`src/hdl/bsa_pkg.sv`:
```
// Shared types and constants for the bitmap slot allocator.
// No dependencies; imported by bitmap_slot_allocator.
`timescale 1ns / 1ps
`default_nettype none

package bsa_pkg;

    // Pool geometry
    localparam int POOL_SIZE = 256;
    localparam int SLOT_W    = $clog2(POOL_SIZE);
    localparam int CNT_W     = SLOT_W + 1;
    localparam int WORD_W    = 32;
    localparam int BIT_W     = $clog2(WORD_W);
    localparam int WORDS     = POOL_SIZE / WORD_W;
    localparam int WADDR_W   = $clog2(WORDS);

    // Field widths
    localparam int MODE_W = 2;
    localparam int STAT_W = 2;
    localparam int SB_W   = 16;
    localparam int OFS_W  = SLOT_W + SB_W;
    localparam int CFG_W  = SB_W;

    localparam logic [CNT_W-1:0] CNT_MAX  = '1;
    localparam logic [CNT_W-1:0] POOL_CAP = CNT_W'(POOL_SIZE);

    // Configuration register indexes
    typedef enum logic {
        CFG_POOL_SLOTS = 1'b0,
        CFG_SLOT_BYTES = 1'b1
    } cfg_idx_t;

    typedef enum logic [MODE_W-1:0] {
        MODE_ALLOC = 2'd0,
        MODE_FREE  = 2'd1,
        MODE_CLEAR = 2'd2,
        MODE_PUSH  = 2'd3
    } mode_t;

    typedef enum logic [STAT_W-1:0] {
        STAT_OK    = 2'd0,
        STAT_EMPTY = 2'd1,
        STAT_RANGE = 2'd2,
        STAT_FULL  = 2'd3
    } status_t;

    typedef enum logic [1:0] {
        S_IDLE,
        S_READ,
        S_EVAL,
        S_DONE
    } state_t;

endpackage

`default_nettype wire

```
`src/hdl/bsa_ram.sv`:
```
// Generic single-port-write, single-port-read RAM with registered read data.
// No dependencies; holds the allocation bitmap words.
`timescale 1ns / 1ps
`default_nettype none

module bsa_ram #(
    parameter int WIDTH = 32,
    parameter int DEPTH = 8
) (
    input  wire logic                     aclk,
    input  wire logic                     we,
    input  wire logic [$clog2(DEPTH)-1:0] waddr,
    input  wire logic [WIDTH-1:0]         wdata,
    input  wire logic [$clog2(DEPTH)-1:0] raddr,
    output logic      [WIDTH-1:0]         rdata
);

    logic [WIDTH-1:0] mem [DEPTH];

    always_ff @(posedge aclk) begin
        if (we) begin
            mem[waddr] <= wdata;
        end
        rdata <= mem[raddr];
    end

endmodule

`default_nettype wire

```
`src/hdl/bitmap_slot_allocator.sv`:
```
// Bitmap slot allocator, first fit: bitmap in RAM words, counts in registers.
// Depends on bsa_pkg and bsa_ram.
//
// Usage:
//   s_axis carries one request per transfer: mode and slot_index. m_axis
//   returns one result per request: status, granted slot, byte offset and
//   both counts after the operation. cfg_* writes pool_slots (index 0) and
//   slot_bytes (index 1); write only while no request is in flight.
// Sequencing (one request at a time):
//   Requests that fail their range check skip the bitmap and go straight to the result.
//   Free and push: one RAM read, then one read-modify-write.
//   Allocate: one RAM read and evaluation per 32-slot bitmap word scanned (up to 8 words).
//   Mark all free: one read and write per bitmap word, sweeping all 8 bitmap words.
//   Each word is read from the bitmap RAM, whose read data is registered, before
//   it is evaluated.
// Reset: every slot reads as allocated (per-word valid flags, no clearing
//   pass), both counts zero, pool_slots 256, slot_bytes 1.
// Stall: the result sits in an output register; the next request is taken
//   while it waits, and that request's result holds until the register frees.
`timescale 1ns / 1ps
`default_nettype none

module bitmap_slot_allocator
    import bsa_pkg::*;
(
    input  wire logic             aclk,
    input  wire logic             aresetn,
    // configuration write port
    input  wire logic             cfg_wr_en,
    input  wire logic             cfg_index,
    input  wire logic [CFG_W-1:0] cfg_data,
    // request channel
    input  wire logic             s_axis_tvalid,
    output logic                  s_axis_tready,
    input  wire logic [15:0]      s_axis_tdata,  // [1:0] mode, [9:2] slot_index, rest zero
    // result channel
    output logic                  m_axis_tvalid,
    input  wire logic             m_axis_tready,
    output logic [55:0]           m_axis_tdata   // [1:0] status, [9:2] granted_slot,
                                                 // [33:10] byte_offset, [42:34] slots_in_use,
                                                 // [51:43] slots_available, rest zero
);

    // Configuration registers
    logic [CNT_W-1:0] pool_slots_reg;
    logic [SB_W-1:0]  slot_bytes_reg;

    always_ff @(posedge aclk) begin
        if (!aresetn) begin
            pool_slots_reg <= POOL_CAP;
            slot_bytes_reg <= SB_W'(1);
        end else if (cfg_wr_en) begin
            unique case (cfg_idx_t'(cfg_index))
                CFG_POOL_SLOTS: pool_slots_reg <= cfg_data[CNT_W-1:0];
                CFG_SLOT_BYTES: slot_bytes_reg <= cfg_data[SB_W-1:0];
                default: ;
            endcase
        end
    end

    // Request state
    state_t             state_reg, state_next;
    mode_t              mode_reg, mode_next;
    logic [SLOT_W-1:0]  idx_reg, idx_next;
    logic [WADDR_W-1:0] word_reg, word_next;
    status_t            status_reg, status_next;
    logic [SLOT_W-1:0]  granted_reg, granted_next;
    logic [CNT_W-1:0]   in_use_reg, in_use_next;
    logic [CNT_W-1:0]   avail_reg, avail_next;
    logic [WORDS-1:0]   valid_reg, valid_next;

    // Output register
    logic               m_valid_reg, m_valid_next;
    logic [55:0]        m_data_reg, m_data_next;

    logic s_accept;
    logic out_free;
    assign s_axis_tready = (state_reg == S_IDLE);
    assign s_accept      = s_axis_tvalid && s_axis_tready;
    assign out_free      = !m_valid_reg || m_axis_tready;

    // Bitmap RAM
    logic              ram_we;
    logic [WORD_W-1:0] ram_wdata;
    logic [WORD_W-1:0] ram_rdata;

    bsa_ram #(
        .WIDTH(WORD_W),
        .DEPTH(WORDS)
    ) u_bitmap (
        .aclk (aclk),
        .we   (ram_we),
        .waddr(word_reg),
        .wdata(ram_wdata),
        .raddr(word_reg),
        .rdata(ram_rdata)
    );

    // Capacity and scan limit
    logic [CNT_W-1:0] cap;
    logic [CNT_W-1:0] limit;
    assign cap   = (pool_slots_reg > POOL_CAP) ? POOL_CAP : pool_slots_reg;
    assign limit = (avail_reg < cap) ? avail_reg : cap;

    // Request decode at the input
    mode_t             in_mode;
    logic [SLOT_W-1:0] in_idx;
    assign in_mode = mode_t'(s_axis_tdata[MODE_W-1:0]);
    assign in_idx  = s_axis_tdata[MODE_W +: SLOT_W];

    // Word evaluation: unwritten words read as all allocated
    logic [WORD_W-1:0]  rd_word;
    logic [WORD_W-1:0]  lim_mask, clr_mask;
    logic [WORD_W-1:0]  free_bits, lowest;
    logic [BIT_W-1:0]   low_idx;
    logic               found;
    logic [BIT_W-1:0]   sel_pos;
    logic [WORD_W-1:0]  sel_bit;
    logic [WADDR_W:0]   word_inc;
    logic               scan_end;
    logic               last_word;

    always_comb begin
        rd_word = valid_reg[word_reg] ? ram_rdata : '1;
        for (int j = 0; j < WORD_W; j++) begin
            lim_mask[j] = {1'b0, word_reg, BIT_W'(j)} < limit;
            clr_mask[j] = {1'b0, word_reg, BIT_W'(j)} < cap;
        end
        free_bits = ~rd_word & lim_mask;
        lowest    = free_bits & (~free_bits + WORD_W'(1));
        found     = |free_bits;
        low_idx   = '0;
        for (int j = 0; j < WORD_W; j++) begin
            if (lowest[j]) begin
                low_idx = low_idx | BIT_W'(j);
            end
        end
        sel_pos   = (mode_reg == MODE_PUSH) ? avail_reg[BIT_W-1:0] : idx_reg[BIT_W-1:0];
        sel_bit   = WORD_W'(1) << sel_pos;
        word_inc  = {1'b0, word_reg} + (WADDR_W+1)'(1);
        scan_end  = {word_inc, BIT_W'(0)} >= limit;
        last_word = (word_reg == WADDR_W'(WORDS - 1));
    end

    // Next state
    always_comb begin
        state_next = state_reg;
        unique case (state_reg)
            S_IDLE: begin
                if (s_accept) begin
                    case (in_mode)
                        MODE_ALLOC: state_next = (limit == '0) ? S_DONE : S_READ;
                        MODE_FREE:  state_next = ({1'b0, in_idx} >= cap) ? S_DONE : S_READ;
                        MODE_PUSH:  state_next = (avail_reg >= cap) ? S_DONE : S_READ;
                        default:    state_next = S_READ;
                    endcase
                end
            end
            S_READ: state_next = S_EVAL;
            S_EVAL: begin
                case (mode_reg)
                    MODE_ALLOC: state_next = (found || scan_end) ? S_DONE : S_READ;
                    MODE_CLEAR: state_next = last_word ? S_DONE : S_READ;
                    default:    state_next = S_DONE;
                endcase
            end
            S_DONE: begin
                if (out_free) begin
                    state_next = S_IDLE;
                end
            end
            default: state_next = S_IDLE;
        endcase
    end

    // Datapath and outputs
    always_comb begin
        mode_next    = mode_reg;
        idx_next     = idx_reg;
        word_next    = word_reg;
        status_next  = status_reg;
        granted_next = granted_reg;
        in_use_next  = in_use_reg;
        avail_next   = avail_reg;
        valid_next   = valid_reg;
        m_valid_next = m_valid_reg;
        m_data_next  = m_data_reg;
        ram_we       = 1'b0;
        ram_wdata    = rd_word;

        if (m_valid_reg && m_axis_tready) begin
            m_valid_next = 1'b0;
        end

        unique case (state_reg)
            S_IDLE: begin
                if (s_accept) begin
                    mode_next    = in_mode;
                    idx_next     = in_idx;
                    granted_next = '0;
                    word_next    = '0;
                    status_next  = STAT_OK;
                    case (in_mode)
                        MODE_ALLOC: status_next = STAT_EMPTY;
                        MODE_FREE: begin
                            word_next = in_idx[SLOT_W-1 -: WADDR_W];
                            if ({1'b0, in_idx} >= cap) begin
                                status_next = STAT_RANGE;
                            end
                        end
                        MODE_PUSH: begin
                            word_next = avail_reg[SLOT_W-1 -: WADDR_W];
                            if (avail_reg >= cap) begin
                                status_next = STAT_FULL;
                            end
                        end
                        default: ;
                    endcase
                end
            end
            S_READ: ;
            S_EVAL: begin
                case (mode_reg)
                    MODE_ALLOC: begin
                        if (found) begin
                            ram_we       = 1'b1;
                            ram_wdata    = rd_word | lowest;
                            granted_next = {word_reg, low_idx};
                            status_next  = STAT_OK;
                            if (in_use_reg != CNT_MAX) begin
                                in_use_next = in_use_reg + CNT_W'(1);
                            end
                        end else begin
                            word_next = word_inc[WADDR_W-1:0];
                        end
                    end
                    MODE_FREE: begin
                        if (|(rd_word & sel_bit)) begin
                            ram_we    = 1'b1;
                            ram_wdata = rd_word & ~sel_bit;
                            if (in_use_reg != '0) begin
                                in_use_next = in_use_reg - CNT_W'(1);
                            end
                        end
                    end
                    MODE_PUSH: begin
                        ram_we       = 1'b1;
                        ram_wdata    = rd_word | sel_bit;
                        granted_next = avail_reg[SLOT_W-1:0];
                        avail_next   = avail_reg + CNT_W'(1);
                    end
                    default: begin
                        // mark all free: clear only slots below the capacity
                        ram_we    = 1'b1;
                        ram_wdata = rd_word & ~clr_mask;
                        word_next = word_inc[WADDR_W-1:0];
                        if (last_word) begin
                            avail_next  = cap;
                            in_use_next = '0;
                        end
                    end
                endcase
                if (ram_we) begin
                    valid_next[word_reg] = 1'b1;
                end
            end
            S_DONE: begin
                if (out_free) begin
                    m_valid_next = 1'b1;
                    m_data_next  = {4'd0, avail_reg, in_use_reg,
                                    OFS_W'(granted_reg * slot_bytes_reg),
                                    granted_reg, status_reg};
                end
            end
            default: ;
        endcase
    end

    // Control registers
    always_ff @(posedge aclk) begin
        if (!aresetn) begin
            state_reg   <= S_IDLE;
            in_use_reg  <= '0;
            avail_reg   <= '0;
            valid_reg   <= '0;
            m_valid_reg <= 1'b0;
        end else begin
            state_reg   <= state_next;
            in_use_reg  <= in_use_next;
            avail_reg   <= avail_next;
            valid_reg   <= valid_next;
            m_valid_reg <= m_valid_next;
        end
    end

    // Payload registers
    always_ff @(posedge aclk) begin
        mode_reg    <= mode_next;
        idx_reg     <= idx_next;
        word_reg    <= word_next;
        status_reg  <= status_next;
        granted_reg <= granted_next;
        m_data_reg  <= m_data_next;
    end

    assign m_axis_tvalid = m_valid_reg;
    assign m_axis_tdata  = m_data_reg;

`ifndef SYNTHESIS
    // available count never passes the pool size
    assert property (@(posedge aclk) disable iff (!aresetn)
        avail_reg <= POOL_CAP)
        else $error("available count above pool size");

    // a failed request carries no slot and no offset
    assert property (@(posedge aclk) disable iff (!aresetn)
        (m_axis_tvalid && (m_axis_tdata[1:0] != STAT_OK))
            |-> (m_axis_tdata[33:2] == '0))
        else $error("granted slot on a failed request");

    // the in-use count moves only while a bitmap word is evaluated
    assert property (@(posedge aclk) disable iff (!aresetn)
        ($past(aresetn) && !$stable(in_use_reg)) |-> ($past(state_reg) == S_EVAL))
        else $error("in-use count changed outside word evaluation");

    // no new request is taken while one is in flight
    assert property (@(posedge aclk) disable iff (!aresetn)
        s_accept |=> !s_axis_tready)
        else $error("request accepted during another request");
`endif

endmodule

`default_nettype wire
```
`config.mk`:
```
export PLATFORM = sky130hd
export DESIGN_NAME = bitmap_slot_allocator
export DESIGN_NICKNAME = d
export VERILOG_FILES = /design/src/hdl/bsa_pkg.sv /design/src/hdl/bsa_ram.sv /design/src/hdl/bitmap_slot_allocator.sv
export SDC_FILE = /design/constraint.sdc
export NUM_CORES = 1
export LEC_CHECK = 0
export BUFFER_PORTS_ARGS = -buffer_cell sky130_fd_sc_hd__buf_2
export CAP_MARGIN = 15
export CORE_MARGIN = 2
export CORE_UTILIZATION = 40
export DETAILED_ROUTE_END_ITERATION = 6
export PLACE_DENSITY = 0.66
export SKIP_LAST_GASP = 1
export SLEW_MARGIN = 20
export SYNTH_ARGS = -nofsm -noshare
export SYNTH_HDL_FRONTEND = slang
export SYNTH_SLANG_ARGS = --single-unit
```
`constraint.sdc`:
```
create_clock -name aclk -period 9.2 [get_ports aclk]
set_input_delay 1.84 -clock aclk [delete_from_list [all_inputs] [get_ports aclk]]
set_output_delay 1.84 -clock aclk [all_outputs]
set_load 0.1 [all_outputs]
```
==> impl_metrics.env <==
export IMPL_largest_reg_flops=256
export IMPL_required_ps=9530
export IMPL_dr_pass1_iters=6
export IMPL_die_h_um=249
export IMPL_drtIter0Drc=2016
export IMPL_synth_cells=2308
export IMPL_hpwl_um=57700
export IMPL_crit_slowest_cell="a2111oi_0"
export IMPL_irDropWorstVdd_mv=0.173
export IMPL_p_int_mw=3.75
export IMPL_cts_max_level=2
export IMPL_fin_nets=2581
export IMPL_area_growth_syn_to_layout_pct=12.8
export IMPL_remaining_drc_errors=0
export IMPL_pwr_share_seq_pct=41.7
export IMPL_layout_common_cells="edfxtp_1, nand2_1, a21oi_1"
export IMPL_vias=19800
export IMPL_numCtsBuffers=44
export IMPL_holdWs_ps=425
export IMPL_synth_avg_cell_area_um2=10.4
export IMPL_slew_headroom_pct=21.2
export IMPL_worst_path_max_fanout=26
export IMPL_path_cells="buf_4 > inv_1 > nand2_1 > ha_1 > a211oi_1 > o21bai_1 > a211oi_4 > nor2_1 > a21oi_1 > ha_1 > and4bb_2 > nand4_1 > a2111oi_0 > a2111oi_0 > o21bai_1 > a21oi_1 > nor4b_2 > nand3_1 > buf_4 > a41oi_1 > o32ai_1 > buf_4"
export IMPL_setup_viol=0
export IMPL_clock_latency_ps=580
export IMPL_num_io_pins=96
export IMPL_yosys_area_top_type="edfxtp_1"
export IMPL_synth_async_sr_flop_share_pct=0
export IMPL_ys_seq_area_share_pct=48.2
export IMPL_tns_ps=0
export IMPL_finalCoreUtilization_pct=45.8
export IMPL_min_from="status_reg[1]$_SDFFCE_PP0P_"
export IMPL_routed_wl_um=83600
export IMPL_grt_pass1_vias=19500
export IMPL_start_util_pct=40.6
export IMPL_critPathLaunchType="flop"
export IMPL_portBuffers=85
export IMPL_pwr_share_clk_pct=32.5
export IMPL_hold_buffers=0
export IMPL_synthTopCellsByArea="edfxtp_1, dfxtp_1, fa_1"
export IMPL_p_comb_share_pct=25.8
export IMPL_rows=89
export IMPL_swShare_pct=33.9
export IMPL_worst_slew_pin_slew_ps=1170
export IMPL_gp_congestion=0.982
export IMPL_cp_slowest_stage_delay_ps=710
export IMPL_placedCellCount=3102
export IMPL_synth_top_family_by_area="compound AO/OA/AOI/OAI gates"
export IMPL_timing_final_crit_share_pct=80.5
export IMPL_status="finished clean"
export IMPL_hp_class="reg2reg"
export IMPL_via_per_inst=6.23
export IMPL_final_cells=3183
export IMPL_grt_max_degree=70
export IMPL_startpoint="pool_slots_reg[8]$_SDFFE_PN1P_"
export IMPL_powerDensity_nw_per_um2=209
export IMPL_synth_cell_types=98
export IMPL_synth_xor_area_share_pct=0.840
export IMPL_worst_ep_arrival_time_ps=7740
export IMPL_synth_top_area_share_pct=41.1
export IMPL_fin_ws_ps=1790
export IMPL_rsz0062_at_grt="no"
export IMPL_clock_path_buffers=3
export IMPL_syn_cell_area_um2=24000
export IMPL_cp_top_family="compound AO/OA/AOI/OAI gates"
export IMPL_power_leakage_nw=10.1
export IMPL_final_common_cell="edfxtp_1"
export IMPL_synth_edf_count=328
export IMPL_ys_ff_latch=414
export IMPL_core_area_um2=59100
export IMPL_cts_tree="done"
export IMPL_antenna_found_initial=1
export IMPL_synth_compound_gate_area_share_pct=18.0
export IMPL_power_switching_mw=1.92
export IMPL_diodes=0
export IMPL_final_hold_violation_count=0
export IMPL_synth_fa_ha_area_share_pct=11.4
export IMPL_fmax_ghz=0.135
export IMPL_die_area_um2=62000
export IMPL_post_cts_resized=0
export IMPL_drive_gt1_share_pct=12.6
export IMPL_wl_per_cell_um=26.3
export IMPL_path_class="reg2reg"
export IMPL_grt_pass1_wl_um=125000
export IMPL_root_buffer="clkbuf_16"
export IMPL_grt_overflow_total=0
export IMPL_yosys_warnings=0
export IMPL_drtAntennaViolNets=0
export IMPL_fin_skew_ps=17.0
export IMPL_fp_dieW_um=249
export IMPL_maxCapViolCount=0
export IMPL_timing_rr_start="pool_slots_reg[8]$_SDFFE_PN1P_"
export IMPL_drv_slew=0
export IMPL_gr_usage_all_layers_pct=26.6
export IMPL_dp_slack_ps=2000
export IMPL_synth_top_flop_cell="edfxtp_1"
export IMPL_post_cts_buffers=0
export IMPL_numClockSinks=414
export IMPL_critPathCaptureType="flop"
export IMPL_yosys_area_share_simple_pct=15.6
export IMPL_layout_min_cycle_time_ps=7410
export IMPL_clk_pin_slew_ps=60
export IMPL_worst_path_buf_inv=4
export IMPL_crit_top_cell="buf_4"
export IMPL_max_flop_register="u_bitmap.mem"
export IMPL_muxShareOfSynthArea_pct=1.39
## layer usage
metal | track usage, % | up-vias | wire length, µm
li1 | - | 8684 | -
met1 | 36.1 | 9913 | 35200
met2 | 42.7 | 1027 | 38300
met3 | 3.88 | 197 | 6640
met4 | 11.1 | 0 | 3430
met5 | 0 | - | 0
## power groups by stage
stage | registers (mW) | clock network [mW] | logic (mW)
after global placement | 2.39 | 0 | 1.40
after floorplan | 2.36 | 0 | 0.879
after detailed placement | 2.39 | 0 | 1.42
final | 2.36 | 1.84 | 1.46
after global routing | 2.36 | 1.95 | 1.57
after CTS | 2.35 | 1.88 | 1.43
## final timing paths
| kind | endpoint | slack [ps] | depth (start not counted) |
|---|---|---|---|
| min | m_axis_tdata[1]$_DFFE_PP_ | 430 | 0 |
| max reg2reg | u_bitmap.mem[6][23]$_DFFE_PP_ | 1790 | 22 |
| max | u_bitmap.mem[6][23]$_DFFE_PP_ | 1790 | 22 |
| min reg2reg | m_axis_tdata[1]$_DFFE_PP_ | 430 | 0 |
## cells in the mapped netlist (21+ instances only)
| master | number |
|---|---|
| a21oi_1 | 149 |
| and3_1 | 24 |
| inv_1 | 122 |
| nor3_1 | 44 |
| nand2_1 | 230 |
| mux2i_1 | 25 |
| clkbuf_1 | 121 |
| a211oi_1 | 21 |
| dfxtp_1 | 86 |
| a31oi_1 | 25 |
| fa_1 | 85 |
| nor2_1 | 145 |
| nand4_1 | 51 |
| nand3_1 | 46 |
| o21ai_0 | 134 |
| and2_1 | 84 |
| edfxtp_1 | 328 |
| ha_1 | 83 |
| a22oi_1 | 134 |
## worst register-to-register path, delay by kind of cell (launching register included)
family | cells | cell delay [ps]
flops | 1 | 290
simple gates | 6 | 1810
fa+ha+maj | 2 | 750
buf+inv | 4 | 1090
compound gates | 10 | 3230
## cells by family after synthesis
logic type               count (synthesis)
AND/OR/NAND/NOR                        743
AO/OA/AOI/OAI                          653
flip-flops                             414
buffers and inverters                  274
adder cells (fa/ha/maj)                168
multiplexers                            32
XOR/XNOR                                23
other                                    1
## final cells by class
type	count	area, µm²
Tap cell	773	967
Sequential cell	414	11600
Clock inverter	27	342
Clock buffer	54	1170
Fill cell	5478	32100
Timing Repair Buffer	169	1160
Inverter	123	462
Multi-Input combinational cell	1623	11400
## through the flow
step | total power [mW] | area [µm²]
6_report | 5.67 | 27100
5_1_grt | 5.88 | 27100
4_1_cts | 5.66 | 27100
3_5_place_dp | 3.81 | 25600
3_3_place_gp | 3.79 | 25600
2_1_floorplan | 3.24 | 24000
(Power assumes the default switching activity.)
